`src/rtl/sfr_pkg.sv`:
```
`timescale 1ns / 1ps
// ----------------------------------------------------------------------------
// sfr_pkg
// Shared constants, types and the byte-wide CRC-16 update for the sync frame
// receiver.
// ----------------------------------------------------------------------------
package sfr_pkg;

   // Byte position within a frame, 0 means hunting the first sync byte
   typedef logic [4:0] pos_type;
   typedef logic [7:0] byte_type;
   typedef logic [15:0] crc_type;

   localparam pos_type PosHunt      = 5'd0;
   localparam pos_type PosSync      = 5'd1;
   localparam pos_type PosDataFirst = 5'd2;
   localparam pos_type PosDataLast  = 5'd19;
   localparam pos_type PosCrcLow    = 5'd20;
   localparam pos_type PosCrcHigh   = 5'd21;

   localparam byte_type SyncFirst  = 8'hCD;
   localparam byte_type SyncSecond = 8'hAB;
   localparam crc_type  CrcPoly    = 16'h1021;
   localparam crc_type  CrcInit    = 16'h0000;

   // CRC-16, MSB first, one byte per call
   function automatic crc_type crc16_byte(input crc_type crc, input byte_type data);
      crc_type c;
      c = crc ^ {data, 8'h00};
      for (int k = 0; k < 8; k++) begin
         if (c[15]) begin
            c = {c[14:0], 1'b0} ^ CrcPoly;
         end else begin
            c = {c[14:0], 1'b0};
         end
      end
      return c;
   endfunction

endpackage

```
`src/rtl/sync_frame_receiver_crc16.sv`:
```
`timescale 1ns / 1ps
// The transfer carrying the last frame byte is captured in the input register, and from
// there the frame loads the result register, which then flags a valid result.
// Throughput: one byte per cycle; a byte that completes a frame waits in the input
// register only while the previous result is still held and stalled.
// Reset: synchronous; clears the byte position, running CRC and both valid flags.
// ----------------------------------------------------------------------------
// sync_frame_receiver_crc16
// Hunts for the 0xCD 0xAB sync pair, collects a 22-byte little-endian frame,
// checks its CRC-16 and emits the decoded fields with a CRC match flag.
// ----------------------------------------------------------------------------
module sync_frame_receiver_crc16
   import sfr_pkg::*;
(
   input  logic               clock,
   input  logic               reset,
   input  logic               req_valid,
   output logic               req_stall,
   input  logic [7:0]         req_rx_byte,
   output logic               rsp_valid,
   input  logic               rsp_stall,
   output logic signed [15:0] rsp_speed_left,
   output logic signed [15:0] rsp_speed_right,
   output logic [15:0]        rsp_setpoint_word,
   output logic signed [15:0] rsp_measured_left,
   output logic signed [15:0] rsp_measured_right,
   output logic signed [31:0] rsp_odometer_left,
   output logic signed [31:0] rsp_odometer_right,
   output logic               rsp_check_ok
);

   logic     in_valid_ff;
   byte_type in_byte_ff;
   pos_type  pos_ff, pos_in;
   crc_type  crc_ff, crc_in;
   byte_type data_ff [PosDataFirst:PosDataLast];
   byte_type crc_low_ff;
   logic     rsp_valid_ff;

   logic     frame_done;
   logic     fire;
   logic     rsp_free;

   // Result register can take a new frame when empty or being drained
   assign rsp_free   = !rsp_valid_ff || !rsp_stall;
   assign frame_done = (pos_ff == PosCrcHigh);
   assign fire       = in_valid_ff && (!frame_done || rsp_free);
   assign req_stall  = in_valid_ff && !fire;

   // Capture the incoming transfer
   always_ff @(posedge clock) begin
      if (reset) begin
         in_valid_ff <= 1'b0;
      end else if (!req_stall) begin
         in_valid_ff <= req_valid;
      end
      if (!req_stall && req_valid) begin
         in_byte_ff <= req_rx_byte;
      end
   end

   // Advance byte position and running CRC
   always_comb begin
      pos_in = pos_ff;
      crc_in = crc_ff;
      if (pos_ff == PosHunt || pos_ff > PosCrcHigh) begin
         pos_in = PosHunt;
         if (in_byte_ff == SyncFirst) begin
            pos_in = PosSync;
            crc_in = crc16_byte(CrcInit, in_byte_ff);
         end
      end else if (pos_ff == PosSync) begin
         if (in_byte_ff == SyncSecond) begin
            pos_in = PosDataFirst;
            crc_in = crc16_byte(crc_ff, in_byte_ff);
         end else if (in_byte_ff == SyncFirst) begin
            pos_in = PosSync;
            crc_in = crc16_byte(CrcInit, in_byte_ff);
         end else begin
            pos_in = PosHunt;
            crc_in = CrcInit;
         end
      end else if (frame_done) begin
         pos_in = PosHunt;
         crc_in = CrcInit;
      end else begin
         pos_in = pos_ff + 5'd1;
         if (pos_ff <= PosDataLast) begin
            crc_in = crc16_byte(crc_ff, in_byte_ff);
         end
      end
   end

   always_ff @(posedge clock) begin
      if (reset) begin
         pos_ff <= PosHunt;
         crc_ff <= CrcInit;
      end else if (fire) begin
         pos_ff <= pos_in;
         crc_ff <= crc_in;
      end
   end

   // Store payload bytes and the low CRC byte
   always_ff @(posedge clock) begin
      if (fire) begin
         if (pos_ff inside {[PosDataFirst:PosDataLast]}) begin
            data_ff[pos_ff] <= in_byte_ff;
         end
         if (pos_ff == PosCrcLow) begin
            crc_low_ff <= in_byte_ff;
         end
      end
   end

   // Hold the result until the consumer takes it
   always_ff @(posedge clock) begin
      if (reset) begin
         rsp_valid_ff <= 1'b0;
      end else if (fire && frame_done) begin
         rsp_valid_ff <= 1'b1;
      end else if (!rsp_stall) begin
         rsp_valid_ff <= 1'b0;
      end
   end

   // Load the decoded fields
   always_ff @(posedge clock) begin
      if (fire && frame_done) begin
         rsp_speed_left     <= signed'({data_ff[3], data_ff[2]});
         rsp_speed_right    <= signed'({data_ff[5], data_ff[4]});
         rsp_setpoint_word  <= {data_ff[7], data_ff[6]};
         rsp_measured_left  <= signed'({data_ff[9], data_ff[8]});
         rsp_measured_right <= signed'({data_ff[11], data_ff[10]});
         rsp_odometer_left  <= signed'({data_ff[15], data_ff[14], data_ff[13], data_ff[12]});
         rsp_odometer_right <= signed'({data_ff[19], data_ff[18], data_ff[17], data_ff[16]});
         rsp_check_ok       <= ({in_byte_ff, crc_low_ff} == crc_ff);
      end
   end

   assign rsp_valid = rsp_valid_ff;

   // Position never leaves the frame range
   assert property (@(posedge clock) disable iff (reset) pos_ff <= PosCrcHigh)
      else $error("byte position out of range");

   // Hunting always starts from a clean CRC
   assert property (@(posedge clock) disable iff (reset) pos_ff == PosHunt |-> crc_ff == CrcInit)
      else $error("CRC not cleared while hunting");

   // A finished frame shows up as a valid result next cycle
   assert property (@(posedge clock) disable iff (reset) fire && frame_done |=> rsp_valid_ff)
      else $error("completed frame lost");

   // A held, stalled result is never overwritten
   assert property (@(posedge clock) disable iff (reset)
      rsp_valid_ff && rsp_stall |-> !(fire && frame_done))
      else $error("stalled result overwritten");

   // Input only stalls when a byte is waiting
   assert property (@(posedge clock) disable iff (reset) req_stall |-> in_valid_ff && frame_done)
      else $error("input stalled without a pending frame end");

endmodule
```
`config.mk`:
```
export PLATFORM = sky130hd
export DESIGN_NAME = sync_frame_receiver_crc16
export DESIGN_NICKNAME = d
export VERILOG_FILES = /design/src/rtl/sfr_pkg.sv /design/src/rtl/sync_frame_receiver_crc16.sv
export SDC_FILE = /design/constraint.sdc
export NUM_CORES = 1
export LEC_CHECK = 0
export ABC_AREA = 1
export CORE_AREA = 4 4 150 152
export DETAILED_ROUTE_END_ITERATION = 8
export DIE_AREA = 0 0 154 156
export DONT_BUFFER_PORTS = 1
export PLACE_DENSITY = 0.68
export SLEW_MARGIN = 20
export SYNTH_ARGS = -nofsm -noshare
export SYNTH_HDL_FRONTEND = slang
export SYNTH_SLANG_ARGS = --single-unit
```
`constraint.sdc`:
```
create_clock -name clock -period 13.3 [get_ports clock]
set_clock_uncertainty 0.05 [all_clocks]
set_input_delay 0 -clock clock [delete_from_list [all_inputs] [get_ports clock]]
set_output_delay 0 -clock clock [all_outputs]
set_load 0.005 [all_outputs]
```
# ---- Word-level counts from Yosys, hierarchy flattened
# Memories as Yosys holds them, arrays and structs flattened. A register that Yosys moved wholly into a read port is not among the register bits.
# Index checks and enable logic that the tools add are counted.
dict set report word_totals {
  ff_bits 40
  ramBits 144
  in_bits 12
  output_inout_bits 147
  wordCells 205
  n_memories 1
}
dict set report classes {
  n_addsub 1
  order_cmp 3
  n_eq_ne 8
  n_mux 137
  bitwise_logic 31
  n_reduce_logical 17
}
# name depth word_bits rd rd_clocked_by_memory_dff wr line
set mem_list {}
lappend mem_list {data_ff 18 8 18 18 1 sync_frame_receiver_crc16.sv:36} ;# byte_type data_ff [PosDataFirst:PosDataLast];
# cell count
set op_table {}
lappend op_table {{$mux W16} 97}
lappend op_table {{$mux W13} 30}
lappend op_table {{$not A3 Y3} 30}
lappend op_table {{$eq A16 B16 Y1} 1}
lappend op_table {{$eq A8 B8 Y1 const B} 2}
lappend op_table {{$xor A16 B16 Y16} 1}
lappend op_table {{$mux W5} 3}
lappend op_table {{$eq A5 B5 Y1 const B} 2}
lappend op_table {{$mux W1} 6}
lappend op_table {{$add A5 B1 Y5 const B} 1}
lappend op_table {{$eq A5 B1 Y1 const B} 1}
lappend op_table {{$ge A5 B2 Y1 const B} 1}
lappend op_table {{$gt A5 B5 Y1 const B} 1}
lappend op_table {{$le A5 B5 Y1 const B} 1}
lappend op_table {{$logic_and A1 B1 Y1} 5}
lappend op_table {{$logic_not A1 Y1} 5}
lappend op_table {{$logic_not A5 Y1} 1}
lappend op_table {{$ne A2 B1 Y1 const B} 2}
lappend op_table {{$reduce_bool A4 Y1} 1}
lappend op_table {{$logic_or A1 B1 Y1} 3}
lappend op_table {{$reduce_and A3 Y1} 1}
lappend op_table {{$mux W2} 1}
lappend op_table {{$reduce_and A2 Y1} 1}

# ---- Depth between registers and ports, before layout
dict set report depth {
  ltp_word 49
  depth_mapped 13
  ltp_nobuf 12
}

# ---- Least setup slack after synthesis
# No wires, ideal clock.
dict set report synth_path {
  path_kind {flip-flop to flip-flop}
  from {register pos_ff[1]}
  to {register rsp_check_ok, enable pin}
  setup_time_ps 651
  arrival_time_ps 7221
  slack_ps 5378
  path_stages_with_launch 8
  n_path_buf 0
  period_less_slack_ps 7922
  path_cell_list {dfxtp_1 -> inv_1 -> ha_1 -> nand4_4 -> nor2_1 -> nor2_1 -> inv_2 -> nor2_1}
}
dict set report synth_between {
  elab_chain_cells 5
}
# element line
set synth_lines {}
lappend synth_lines {{from (decl)} sync_frame_receiver_crc16.sv:34} ;# pos_type pos_ff, pos_in;
lappend synth_lines {{from (signal assigned)} sync_frame_receiver_crc16.sv:96} ;# pos_ff <= PosHunt;
lappend synth_lines {{from (signal assigned)} sync_frame_receiver_crc16.sv:99} ;# pos_ff <= pos_in;
lappend synth_lines {{$eq A5 B5 Y1 *} sync_frame_receiver_crc16.sv:46} ;# assign frame_done = (pos_ff == PosCrcHigh);
lappend synth_lines {{$logic_not A1 Y1} sync_frame_receiver_crc16.sv:47} ;# assign fire = in_valid_ff && (!frame_done || rsp_free);
lappend synth_lines {{$logic_or A1 B1 Y1} sync_frame_receiver_crc16.sv:47}
lappend synth_lines {{$logic_and A1 B1 Y1} sync_frame_receiver_crc16.sv:47}
lappend synth_lines {{$logic_and A1 B1 Y1 *} sync_frame_receiver_crc16.sv:129} ;# if (fire && frame_done) begin
lappend synth_lines {{to (signal assigned)} sync_frame_receiver_crc16.sv:137} ;# rsp_check_ok <= ({in_byte_ff, crc_low_ff} == crc_ff);
lappend synth_lines {{to (decl)} sync_frame_receiver_crc16.sv:29} ;# output logic rsp_check_ok
# Every way passes the cells marked *; elsewhere a longest branch is shown, timed or not.
# A chain may end at the register's enable or synchronous reset.

# ---- Worst setup path after layout
dict set report layout_path {
  from {register pos_ff[1]}
  to {register rsp_measured_left[5] (read register of data_ff), enable pin}
}
dict set report layout_between {
  elab_chain_cells 5
}
# element line
set layout_lines {}
lappend layout_lines {{$eq A5 B5 Y1 *} sync_frame_receiver_crc16.sv:46}
lappend layout_lines {{$logic_not A1 Y1} sync_frame_receiver_crc16.sv:47}
lappend layout_lines {{$logic_or A1 B1 Y1} sync_frame_receiver_crc16.sv:47}
lappend layout_lines {{$logic_and A1 B1 Y1} sync_frame_receiver_crc16.sv:47}
lappend layout_lines {{$logic_and A1 B1 Y1 *} sync_frame_receiver_crc16.sv:129}
lappend layout_lines {{to (decl)} sync_frame_receiver_crc16.sv:25} ;# output logic signed [15:0] rsp_measured_left,
# Marked as above.

==> results.toml <==
[yosys]
synth_area_um2 = 11300
ys_seq_area_frac = 0.854
synth_compound_area_frac = 0.00722
yosysTopAreaCellShare = 0.813
synthCells = 688
yosysWarnings = 0
async_flop_share = 0
synth-edff-count = 305
syn_nets = 704
ys.flop_type = "edfxtp_1"
synth-xor-area-share = 0.0132
synth_mux_area_frac = 0
synth_most_common_cell = "edfxtp_1"
synth_top_family_by_area = "simple AND/OR/NAND/NOR gates"
synth_area_leaders = "edfxtp_1 (81%), nand2_1 (5.3%), dfxtp_1 (4.1%)"
synth-simple-area-share = 0.100
avgSynthCellArea_um2 = 16.4
synth_seq_cells = 328
synthAdderAreaFrac = 0.00444
synth_top_area_cell = "edfxtp_1"
synth_commonest_cells = "edfxtp_1 (305), nand2_1 (159), nor2_1 (59)"
ys_types = 28

[sta]
period_share = 0.297
drv_slew = 0
setup_viol = 0
tightestPinTransition_ns = 1.12
max_freq_mhz = 253
finalSetupTns_ns = 0
min_period_ns = 3.95
finalHoldViolCount = 0
grt_setup_unrepaired = "no"
relSlewSlack = 0.251

[global_routing]
antenna_found_initial = 0
top_usage_layer = "met2"
grt_util_met2 = 0.297
grt_usage = 0.177
overflow = 0
grt_max_degree = 80
grt_pass1_vias = 5309
grt_util_met1 = 0.239
grtUsageMet3 = 0.0402
grt_pass1_wl_mm = 32.3

[critical_path]
start_kind = "register"
r2r-start = "pos_ff[1]"
cp_max_fo = 79
crit_buf_inv = 4
critPathKind = "register to register"
r2r_end = "rsp_measured_left[5]"
required_ns = 13.42
critPathSlowestCell = "buf_4"
max_stage_delay_ns = 0.83
path_cells = "inv_1, ha_1, nand4_4, nor2_1, nor2_1, inv_2, nor2_4, buf_4, buf_4"
r2r_cells = 9
crit_family = "buffers and inverters"
cp-endpoint = "rsp_measured_left[5]"
startpoint = "pos_ff[1]"
arrival_ns = 4.07
reg2reg_slack_ns = 9.35
critPathCaptureType = "register"
worst-path-stages = 9

[clocking]
clk_pin_slew_worst_paths_ns = 0.06
cts_buffers = 31
postCtsSetupBuffers = 0
cts_num_sinks = 328
clk_latency_ns = 0.56
htree_levels = 1
cts_tree = "built"
clockBufferDepth = 3
root_buffer = "clkbuf_16"

[power_and_ir_drop]
leakage_uw = 0.00443
ir_drop_mv = 0.106
total_power_uw = 2060
powerDensity_nw_per_um2 = 161

[placement]
dp_hpwl_mm = 13.7
portBuffers = 0
routabilityCongestion = 0.874

[cells_and_area]
multi_input_area_um2 = 1450
regArea_um2 = 9620
layout-drive-gt1-share = 0.100
antenna_cells = 0
syn_to_final_growth_pct = 13.5
fin_nets = 751
nFillCells = 1460

[detailed_routing]
drt_wl_total_mm = 21.9
drc_errors = 0
drt_iter0_markers = 459
viasPerCell = 5.34
dr.pass1.iters = 5
wl_per_cell_um = 21.2
num_vias = 5522
ant_nets = 0

[floorplan]
die_h_um = 156
ioPinCount = 159
num_rows = 53
fp.dieArea_um2 = 24000
die_x_um = 154
core_area_um2 = 21000
start_util = 0.536

[hold_path]
min_path_type = "input port to register"

[flow_run]
drv_cap = 0

[outcome]
status = "finished, final reports clean"
## cells by family (layout without fill, tap and decap cells)
| logic type | Yosys count | in the layout |
|---|---|---|
| AND/OR/NAND/NOR | 270 | 270 |
| buffers and inverters | 55 | 126 |
| XOR/XNOR | 17 | 17 |
| flip-flops | 328 | 328 |
| AO/OA/AOI/OAI | 14 | 14 |
| adder cells (fa/ha/maj) | 4 | 4 |
## placed cells by master, fill, tap and decap left out, types with 7 or more instances in the layout
master,count
clkinv_1,7
o21ai_0,7
nor2_1,58
nand2_1,159
buf_4,9
xor2_1,8
dlygate4sd3_1,12
dfxtp_1,23
clkinv_2,7
nand3_1,22
nor3_1,9
edfxtp_1,305
xnor2_1,9
inv_1,42
clkbuf_16,31
## sequential cells by signal (all words and copies together), names as in the netlist
name,flops
rsp_odometer_left,32
pos_ff,5
rsp_speed_left,16
crc_low_ff,8
rsp_odometer_right,32
in_byte_ff,8
rsp_speed_right,16
rsp_measured_left,16
crc_ff,16
rsp_measured_right,16
rsp_valid,1
rsp_setpoint_word,16
rsp_check_ok,1
in_valid_ff,1
data_ff,144
## repair_timing
action	CTS	global route
gates resized for setup	0	0
hold endpoints to repair	37	0
hold buffers	12	0
## worst reg2reg max path, cell delays in order (launching register included)
cell     delay [ns]
dfxtp_1        0.43
inv_1          0.11
ha_1           0.23
nand4_4        0.17
nor2_1         0.06
nor2_1         0.25
inv_2          0.17
nor2_4         0.66
buf_4          0.57
buf_4          0.83
## power breakdown
| part | internal, uW | total (uW) | switching (uW) | leakage [uW] |
|---|---|---|---|---|
| Combinational | 21.7 | 73.9 | 52.1 | 0.00101 |
| Clock | 488 | 849 | 361 | 0.000486 |
| Sequential | 1130 | 1130 | 6.28 | 0.00293 |
| Total | 1640 | 2060 | 420 | 0.00443 |
## how the worst min path moves through the flow
stage              startpoint       endpoint  cells after the start  slack [ns]
4_1_cts        req_rx_byte[5]  in_byte_ff[5]                      1       0.002
2_1_floorplan           reset      pos_ff[0]                      1        0.02
6_report       req_rx_byte[5]  in_byte_ff[5]                      1        0.02
3_3_place_gp            reset      pos_ff[0]                      1        0.02
3_5_place_dp            reset      pos_ff[0]                      1        0.02
5_1_grt        req_rx_byte[1]  in_byte_ff[1]                      1       0.006
## routing by layer
layer,share of wire,up-vias
met5,0,-
met4,0.021,0
met3,0.073,37
met2,0.49,265
met1,0.41,2697
li1,-,2523
## per-stage QoR
| stage | hold WS, ns | cell area, um^2 | std cells | worst slack (ns) | util |
|---|---|---|---|---|---|
| 6_report | 0.0232 | 12800 | 1034 | 9.35 | 0.608 |
| 4_1_cts | 0.00236 | 12700 | 1033 | 9.33 | 0.606 |
| 5_1_grt | 0.00605 | 12800 | 1034 | 9.00 | 0.608 |
| 3_5_place_dp | 0.0243 | 11600 | 964 | 9.36 | 0.553 |
| 3_3_place_gp | 0.0240 | 11600 | 964 | 9.50 | 0.553 |
| 2_1_floorplan | 0.0191 | 11300 | 688 | 5.38 | - |
## final cells by class
| type | count | area share |
|---|---|---|
| Clock buffer | 37 | 0.0624 |
| Clock inverter | 20 | 0.0151 |
| Inverter | 47 | 0.0138 |
| Multi-Input combinational cell | 305 | 0.113 |
| Sequential cell | 328 | 0.752 |
| Tap cell | 275 | 0.0269 |
| Timing Repair Buffer | 22 | 0.0168 |
Power figures use the tool's default switching activity.
